## src/hw/rtl/pced_pkg.sv

```systemverilog
`default_nettype none
package pced_pkg;

   localparam int PINS_PER_PORT = 8;
   localparam int HISTORY_LEN   = 8;
   localparam int PIN_IDX_W     = (PINS_PER_PORT > 1) ? $clog2(PINS_PER_PORT) : 1;
   localparam logic [3:0] PIN_LIMIT = 4'(PINS_PER_PORT);

   localparam int CSR_INDEX_W = 3;
   localparam int CSR_DATA_W  = 64;

   localparam logic [CSR_INDEX_W-1:0] REG_INPUT_PINS       = 3'd0;
   localparam logic [CSR_INDEX_W-1:0] REG_DIGITAL_PINS     = 3'd1;
   localparam logic [CSR_INDEX_W-1:0] REG_EDGE_MODES       = 3'd2;
   localparam logic [CSR_INDEX_W-1:0] REG_SLOPE_THRESHOLDS = 3'd3;
   localparam logic [CSR_INDEX_W-1:0] REG_STEP_INCREMENTS  = 3'd4;
   localparam logic [CSR_INDEX_W-1:0] REG_PORT_NUMBER      = 3'd5;
   localparam logic [CSR_INDEX_W-1:0] REG_ANALOG_CAPABLE   = 3'd6;

   localparam logic [1:0] EDGE_NONE    = 2'd0;
   localparam logic [1:0] EDGE_FALLING = 2'd1;
   localparam logic [1:0] EDGE_RISING  = 2'd2;
   localparam logic [1:0] EDGE_BOTH    = 2'd3;

   typedef struct packed {
      logic [7:0]  input_pins;
      logic [7:0]  digital_pins;
      logic [15:0] edge_modes;
      logic [63:0] slope_thresholds;
      logic [63:0] step_increments;
      logic [2:0]  port_number;
      logic        analog_capable;
   } cfg_type;

   typedef struct packed {
      logic [2:0] pin_index;
      logic       raw_level;
      logic [7:0] analog_sample;
      logic       scan_end;
   } item_type;

   typedef struct packed {
      logic       event_valid;
      logic [5:0] event_address;
      logic       filtered_level;
   } result_type;

endpackage
`default_nettype wire

```

## src/hw/rtl/pin_change_event_detector.sv

```systemverilog
// An accepted req passes through the input register and then the result register to rsp_valid.
// Throughput: one item per cycle while the rsp side is not stalled; the per-pin state update is one level of logic.
// A stalled rsp side holds one result while one more item waits in the input register.
// Reset (synchronous, active high) clears config, pin history, readings, slope flags,
// and sets the first-scan flag; both pipeline registers come up empty.
`default_nettype none
module pin_change_event_detector (
   input  wire                              clock,
   input  wire                              reset,
   input  wire                              req_valid,
   output logic                             req_ready,
   input  wire [2:0]                        req_pin_index,
   input  wire                              req_raw_level,
   input  wire [7:0]                        req_analog_sample,
   input  wire                              req_scan_end,
   output logic                             rsp_valid,
   input  wire                              rsp_ready,
   output logic                             rsp_event_valid,
   output logic [5:0]                       rsp_event_address,
   output logic                             rsp_filtered_level,
   input  wire                              csr_valid,
   output logic                             csr_ready,
   input  wire [pced_pkg::CSR_INDEX_W-1:0]  csr_index,
   input  wire [pced_pkg::CSR_DATA_W-1:0]   csr_data
);
   import pced_pkg::*;

   cfg_type    cfg;
   item_type   item_ff;
   logic       s1_valid_ff;
   result_type result;
   result_type rsp_ff;
   logic       rsp_valid_ff;
   logic       advance;

   pced_cfg u_cfg (
      .clock     (clock),
      .reset     (reset),
      .csr_valid (csr_valid),
      .csr_ready (csr_ready),
      .csr_index (csr_index),
      .csr_data  (csr_data),
      .cfg       (cfg)
   );

   pced_core u_core (
      .clock  (clock),
      .reset  (reset),
      .fire   (advance),
      .item   (item_ff),
      .cfg    (cfg),
      .result (result)
   );

   assign advance   = s1_valid_ff && (!rsp_valid_ff || rsp_ready);
   assign req_ready = !s1_valid_ff || advance;

   always_ff @(posedge clock) begin
      if (reset) begin
         s1_valid_ff  <= 1'b0;
         rsp_valid_ff <= 1'b0;
      end else begin
         if (req_ready) s1_valid_ff <= req_valid;
         if (advance) rsp_valid_ff <= 1'b1;
         else if (rsp_ready) rsp_valid_ff <= 1'b0;
      end
      if (req_valid && req_ready) begin
         item_ff.pin_index     <= req_pin_index;
         item_ff.raw_level     <= req_raw_level;
         item_ff.analog_sample <= req_analog_sample;
         item_ff.scan_end      <= req_scan_end;
      end
      if (advance) rsp_ff <= result;
   end

   assign rsp_valid          = rsp_valid_ff;
   assign rsp_event_valid    = rsp_ff.event_valid;
   assign rsp_event_address  = rsp_ff.event_address;
   assign rsp_filtered_level = rsp_ff.filtered_level;

   a_reset_empty : assert property (@(posedge clock)
      reset |=> !rsp_valid && req_ready)
      else $error("pipeline not empty after reset");

   a_ready_only_when_room : assert property (@(posedge clock) disable iff (reset)
      !req_ready |-> s1_valid_ff && rsp_valid_ff && !rsp_ready)
      else $error("input stalled without a full pipeline");

   a_accept_loads : assert property (@(posedge clock) disable iff (reset)
      req_valid && req_ready |=> s1_valid_ff)
      else $error("accepted item lost from input register");

   a_advance_fills : assert property (@(posedge clock) disable iff (reset)
      advance |=> rsp_valid)
      else $error("advanced item did not reach result register");

endmodule
`default_nettype wire

```

## src/hw/rtl/pced_cfg.sv

```systemverilog
`default_nettype none
module pced_cfg (
   input  wire                              clock,
   input  wire                              reset,
   input  wire                              csr_valid,
   output logic                             csr_ready,
   input  wire [pced_pkg::CSR_INDEX_W-1:0]  csr_index,
   input  wire [pced_pkg::CSR_DATA_W-1:0]   csr_data,
   output pced_pkg::cfg_type                cfg
);
   import pced_pkg::*;

   cfg_type cfg_ff;

   assign csr_ready = 1'b1;
   assign cfg       = cfg_ff;

   always_ff @(posedge clock) begin
      if (reset) begin
         cfg_ff <= '0;
      end else if (csr_valid) begin
         case (csr_index)
            REG_INPUT_PINS:       cfg_ff.input_pins       <= csr_data[7:0];
            REG_DIGITAL_PINS:     cfg_ff.digital_pins     <= csr_data[7:0];
            REG_EDGE_MODES:       cfg_ff.edge_modes       <= csr_data[15:0];
            REG_SLOPE_THRESHOLDS: cfg_ff.slope_thresholds <= csr_data[63:0];
            REG_STEP_INCREMENTS:  cfg_ff.step_increments  <= csr_data[63:0];
            REG_PORT_NUMBER:      cfg_ff.port_number      <= csr_data[2:0];
            REG_ANALOG_CAPABLE:   cfg_ff.analog_capable   <= csr_data[0];
            default: ;
         endcase
      end
   end

endmodule
`default_nettype wire

```

## src/hw/rtl/pced_core.sv

```systemverilog
`default_nettype none
module pced_core (
   input  wire                    clock,
   input  wire                    reset,
   input  wire                    fire,
   input  pced_pkg::item_type     item,
   input  pced_pkg::cfg_type      cfg,
   output pced_pkg::result_type   result
);
   import pced_pkg::*;

   logic [HISTORY_LEN-1:0] hist_ff [PINS_PER_PORT];
   logic [7:0]             acc_ff  [PINS_PER_PORT];
   logic [PINS_PER_PORT-1:0] prev_ff;
   logic [PINS_PER_PORT-1:0] fall_ff;
   logic                     first_ff;

   logic [HISTORY_LEN-1:0]   hist_new;
   logic [PINS_PER_PORT-1:0] prev_in;
   logic [PINS_PER_PORT-1:0] fall_in;
   logic                     first_in;
   logic                     hist_we;
   logic                     acc_we;
   logic                     pin_ok;
   logic [PIN_IDX_W-1:0]     idx;
   logic                     is_input;
   logic                     is_digital;
   logic                     prev;
   logic [1:0]               mode;
   logic [7:0]               thr;
   logic [7:0]               inc;
   logic [7:0]               last;
   logic [7:0]               diff;
   logic                     fall;
   logic                     level;
   logic                     change;

   always_comb begin
      pin_ok     = {1'b0, item.pin_index} < PIN_LIMIT;
      idx        = item.pin_index[PIN_IDX_W-1:0];
      is_input   = cfg.input_pins[item.pin_index];
      is_digital = cfg.digital_pins[item.pin_index];
      prev       = prev_ff[idx];
      mode       = cfg.edge_modes[{item.pin_index, 1'b0} +: 2];
      thr        = cfg.slope_thresholds[{item.pin_index, 3'b000} +: 8];
      inc        = cfg.step_increments[{item.pin_index, 3'b000} +: 8];
      last       = acc_ff[idx];
      fall       = fall_ff[idx];
      hist_new   = {hist_ff[idx][HISTORY_LEN-2:0], item.raw_level};
      diff       = (item.analog_sample > last) ? (item.analog_sample - last)
                                               : (last - item.analog_sample);
      level      = item.raw_level;
      change     = 1'b0;
      hist_we    = 1'b0;
      acc_we     = 1'b0;
      prev_in    = prev_ff;
      fall_in    = fall_ff;
      if (pin_ok) begin
         if (is_input && is_digital) begin
            if (mode != EDGE_NONE) begin
               hist_we = 1'b1;
               level   = &hist_new;
               case (mode)
                  EDGE_FALLING: change = prev && !level;
                  EDGE_RISING:  change = !prev && level;
                  EDGE_BOTH:    change = prev != level;
                  default:      change = 1'b0;
               endcase
            end
         end else if (is_input && cfg.analog_capable) begin
            if (item.analog_sample > last) begin
               change = fall ? (diff > thr) : (diff > inc);
               if (fall && change) fall_in[idx] = 1'b0;
            end else if (item.analog_sample < last) begin
               change = fall ? (diff > inc) : (diff > thr);
               if (!fall && change) fall_in[idx] = 1'b1;
            end
            acc_we = first_ff || change;
         end
         prev_in[idx] = level;
      end
      first_in = item.scan_end ? 1'b0 : first_ff;
      result.event_valid    = !first_ff && change;
      result.event_address  = {cfg.port_number, item.pin_index};
      result.filtered_level = level;
   end

   always_ff @(posedge clock) begin
      if (reset) begin
         for (int i = 0; i < PINS_PER_PORT; i++) begin
            hist_ff[i] <= '0;
            acc_ff[i]  <= '0;
         end
         prev_ff  <= '0;
         fall_ff  <= '0;
         first_ff <= 1'b1;
      end else if (fire) begin
         if (hist_we) hist_ff[idx] <= hist_new;
         if (acc_we)  acc_ff[idx]  <= item.analog_sample;
         prev_ff  <= prev_in;
         fall_ff  <= fall_in;
         first_ff <= first_in;
      end
   end

endmodule
`default_nettype wire
```

## config.mk

```make
export PLATFORM = sky130hd
export DESIGN_NAME = pin_change_event_detector
export DESIGN_NICKNAME = d
export VERILOG_FILES = /design/src/hw/rtl/pced_pkg.sv /design/src/hw/rtl/pin_change_event_detector.sv /design/src/hw/rtl/pced_cfg.sv /design/src/hw/rtl/pced_core.sv
export SDC_FILE = /design/constraint.sdc
export NUM_CORES = 1
export LEC_CHECK = 0
export BUFFER_PORTS_ARGS = -buffer_cell sky130_fd_sc_hd__buf_2
export CAP_MARGIN = 10
export CORE_ASPECT_RATIO = 1.4
export CORE_UTILIZATION = 39
export DETAILED_ROUTE_END_ITERATION = 10
export PLACE_DENSITY = 0.63
export SETUP_SLACK_MARGIN = 0.15
export SLEW_MARGIN = 20
export SYNTH_ARGS = -nofsm -noshare
export SYNTH_HDL_FRONTEND = slang
export SYNTH_SLANG_ARGS = --single-unit
```

## constraint.sdc

```tcl
create_clock -name clock -period 10.3 [get_ports clock]
set_input_delay 0.515 -clock clock [delete_from_list [all_inputs] [get_ports clock]]
set_output_delay 0.515 -clock clock [all_outputs]
set_load 0.05 [all_outputs]
```

==> flow_metrics.env <==
export IMPL_ys_ff_latch=327
export IMPL_post_cts_setup_buffers=0
export IMPL_stdcell_count=2088
export IMPL_fin_util_pct=44.5
export IMPL_hp_start="req_analog_sample[0]"
export IMPL_hp_class="input port to flop"
export IMPL_status="complete, no violations"
export IMPL_cts_tree="yes"
export IMPL_grtUsageMet1_pct=25.5
export IMPL_p_per_area_nw_per_um2=175
export IMPL_design_area_sq_um=17100
export IMPL_worstMarginPinSlew_ps=1050
export IMPL_grt_pass1_vias=11546
export IMPL_numCtsBuffers=31
export IMPL_path_cells="buf_4, mux4_2, mux2i_1, ha_1, nand4_1, a21oi_1, o31ai_2, mux2i_1, a311o_1, a21oi_1, xnor2_1, ha_1, a21oi_1, o21ai_0, o22ai_1, or3b_1, o311a_4, buf_4, o21ai_1"
export IMPL_wl_per_cell_um=21.2
export IMPL_yosys_warnings=0
export IMPL_crit_slowest_cell="o31ai_2"
export IMPL_worstPathMaxFanout=47
export IMPL_drc=0
export IMPL_cts_htree_levels=1
export IMPL_dieArea_sq_um=39800
export IMPL_relSlewSlack_pct=29.5
export IMPL_synth_common_cells="nand2_1, dfxtp_1, a21oi_1, edfxtp_1, clkbuf_1"
export IMPL_clock_sinks=327
export IMPL_ys_types=59
export IMPL_port_buffers=94
export IMPL_synth_edf_count=141
export IMPL_synthesis_nets=1621
export IMPL_dp_cells=2029
export IMPL_cp_common_cell="a21oi_1"
export IMPL_period_share_pct=69.8
export IMPL_reg2regPathDepth=19
export IMPL_boundaryPins=96
export IMPL_hold_viol=0
export IMPL_grt_setup_unrepaired="no"
export IMPL_hpwlAfterDp_mm=31.6
export IMPL_grt_max_degree=81
export IMPL_grt_overflow=0
export IMPL_finalNetCount=1660
export IMPL_core_sq_um=38500
export IMPL_rows=85
export IMPL_cp_start_kind="flop"
export IMPL_slowest_delay_ps=760
export IMPL_timing_fmax_mhz=139
export IMPL_die_w_um=169
export IMPL_area_growth_pct=12.5
export IMPL_drt_iter0_drc=966
export IMPL_antenna_found_initial=1
export IMPL_clock_path_buffers=3
export IMPL_fin_skew_ps=11.7
export IMPL_initial_core_util_pct=39.5
export IMPL_synth_most_common_cell="nand2_1"
export IMPL_criticalPathCategory="flop to flop"
export IMPL_hold_depth=1
export IMPL_max_cap_violations=0
export IMPL_grt_pass1_wl_mm=68.3
export IMPL_synth_avg_cell_area_sq_um=10.1
export IMPL_worst_setup_path_end_kind="flop"
export IMPL_dr_pass1_iters=5
export IMPL_die_h_um=236
export IMPL_grt_use_total_pct=22.4
export IMPL_post_synth_top_area_fraction_pct=27.8
export IMPL_worstSkewPairLatency_ps=590
export IMPL_place_gp_congestion=0.860
export IMPL_use_met2_pct=40.0
export IMPL_holdBufCountCts=0
export IMPL_place_area_sq_um=16100
export IMPL_ys_seq_area_share_pct=52.3
export IMPL_min_period_ps=7190
export IMPL_finalSetupViolCount=0
export IMPL_final_max_slew_violation_count=0
export IMPL_vias_per_cell=5.56
export IMPL_fin_hold_ws_ps=102
export IMPL_p_leak_nw=5.82
export IMPL_max_vdd_ir_drop_v=0.000136
export IMPL_ys_flop_type="dfxtp_1"
export IMPL_fill_cells=3734
export IMPL_cts_repair_resized=0
export IMPL_cts_clk_slew_worst_paths_ps=70
export IMPL_synthTopCellsByArea="edfxtp_1, dfxtp_1, nand2_1"
export IMPL_synth_async_sr_flop_share_pct=0
export IMPL_drive_above_1_share_pct=18.3
export IMPL_gr_usage_met3_pct=2.39
export IMPL_drt_wl_total_mm=44.3
export IMPL_ant_nets=0
export IMPL_fin_tns_setup_ps=0
export IMPL_synth_top_cell_by_area="edfxtp_1"
export IMPL_syn_area_sq_um=15200
export IMPL_timing_critical_path_arrival_ps=7450
export IMPL_globalRoute_busiestLayer="met2"
export IMPL_cp_required_ps=10560
export IMPL_vias=11604
export IMPL_cts_root_buffer_cell="clkbuf_16"
export IMPL_synthCells=1501
## layer usage
layer / wire length (um) / share of wire [%]
met4: 2810 / 6.3
met2: 23300 / 53
met1: 16300 / 37
met3: 1860 / 4.2
met5: 0 / 0
## flip-flops by register name, summed over array words and instances (netlist names), named ones only
signal,flops
u_core.prev_ff,8
rsp_filtered_level,1
u_core.first_ff,1
s1_valid_ff,1
u_core.acc_ff,64
rsp_event_address,6
rsp_valid,1
item_ff,13
u_core.hist_ff,56
u_cfg.cfg,164
rsp_event_valid,1
## layout make-up
class | count | area [sq um] | share of cell area (%)
antenna | 1 | 2.50 | 0.0146
sequential | 327 | 7960 | 46.5
clock inverter | 7 | 50.0 | 0.292
tap | 522 | 653 | 3.81
multi-input combinational | 1032 | 6700 | 39.1
inverter | 28 | 105 | 0.614
timing repair buffer | 120 | 668 | 3.90
clock buffer | 51 | 986 | 5.76
## power breakdown
part           switching, mW  internal [mW]  total, mW
Combinational          0.276          0.154      0.430
Clock                  0.502          0.654       1.16
Sequential            0.0232           1.39       1.41
Total                  0.801           2.20       3.00
## placed cells by master (no fill, tap or decap), types with 3 or more instances in the layout
master	instances
a211oi_1	4
a21o_1	7
a21oi_1	185
a221oi_1	8
a22oi_1	56
a311oi_1	9
and2_1	9
and3_1	6
and4_1	14
buf_2	93
buf_4	27
clkbuf_1	9
clkbuf_16	34
clkbuf_8	7
clkinv_2	3
dfxtp_1	185
edfxtp_1	141
ha_1	33
inv_1	29
mux2_2	4
mux2i_1	32
mux4_2	33
nand2_1	378
nand3_1	8
nand4_1	5
nor2_1	70
nor2b_1	11
nor3_1	5
nor3_2	4
nor4_1	5
nor4_2	59
o211ai_1	4
o21ai_0	12
o22ai_1	14
o311ai_0	6
o31ai_1	5
o31ai_2	6
or2_2	3
or3_1	3
xnor2_1	4
## final timing paths
kind	endpoint	slack [ps]
min reg2reg	rsp_event_address[4]$_DFFE_PP_	430
max	u_core.acc_ff[5][3]$_SDFFCE_PN0P_	3110
min	item_ff[1]$_DFFE_PP_	100
max reg2reg	u_core.acc_ff[5][3]$_SDFFCE_PN0P_	3110
## kinds of logic (layout without fill, tap and decap cells)
group	count (synthesis)	count (layout)	synth area share, %
xor+xnor	6	6	0.345
mux	70	70	7.46
flops	327	327	52.3
fa+ha+maj	35	35	2.98
buf+inv	142	206	4.03
other cells	1	2	0.0246
compound gates	331	331	13.5
simple gates	589	589	19.4
## metrics by stage
step / power [mW] / setup slack (ps)
after floorplan: 1.73 / 3460
after global routing: 3.11 / 2600
final: 3.00 / 3110
after CTS: 3.02 / 2940
after global placement: 1.86 / 3110
after detailed placement: 1.87 / 2940
## worst max-delay path, delay by kind of cell, from the launching register on
kind / cells / cell delay [ps]
muxes: 3 / 920
and+or+nand+nor: 2 / 470
buffers and inverters: 2 / 890
DFF: 1 / 650
adders and majority gates: 2 / 630
xor gates and xnor gates: 1 / 190
AOI/OAI and AO/OA: 9 / 3050
(Power assumes the default switching activity.)
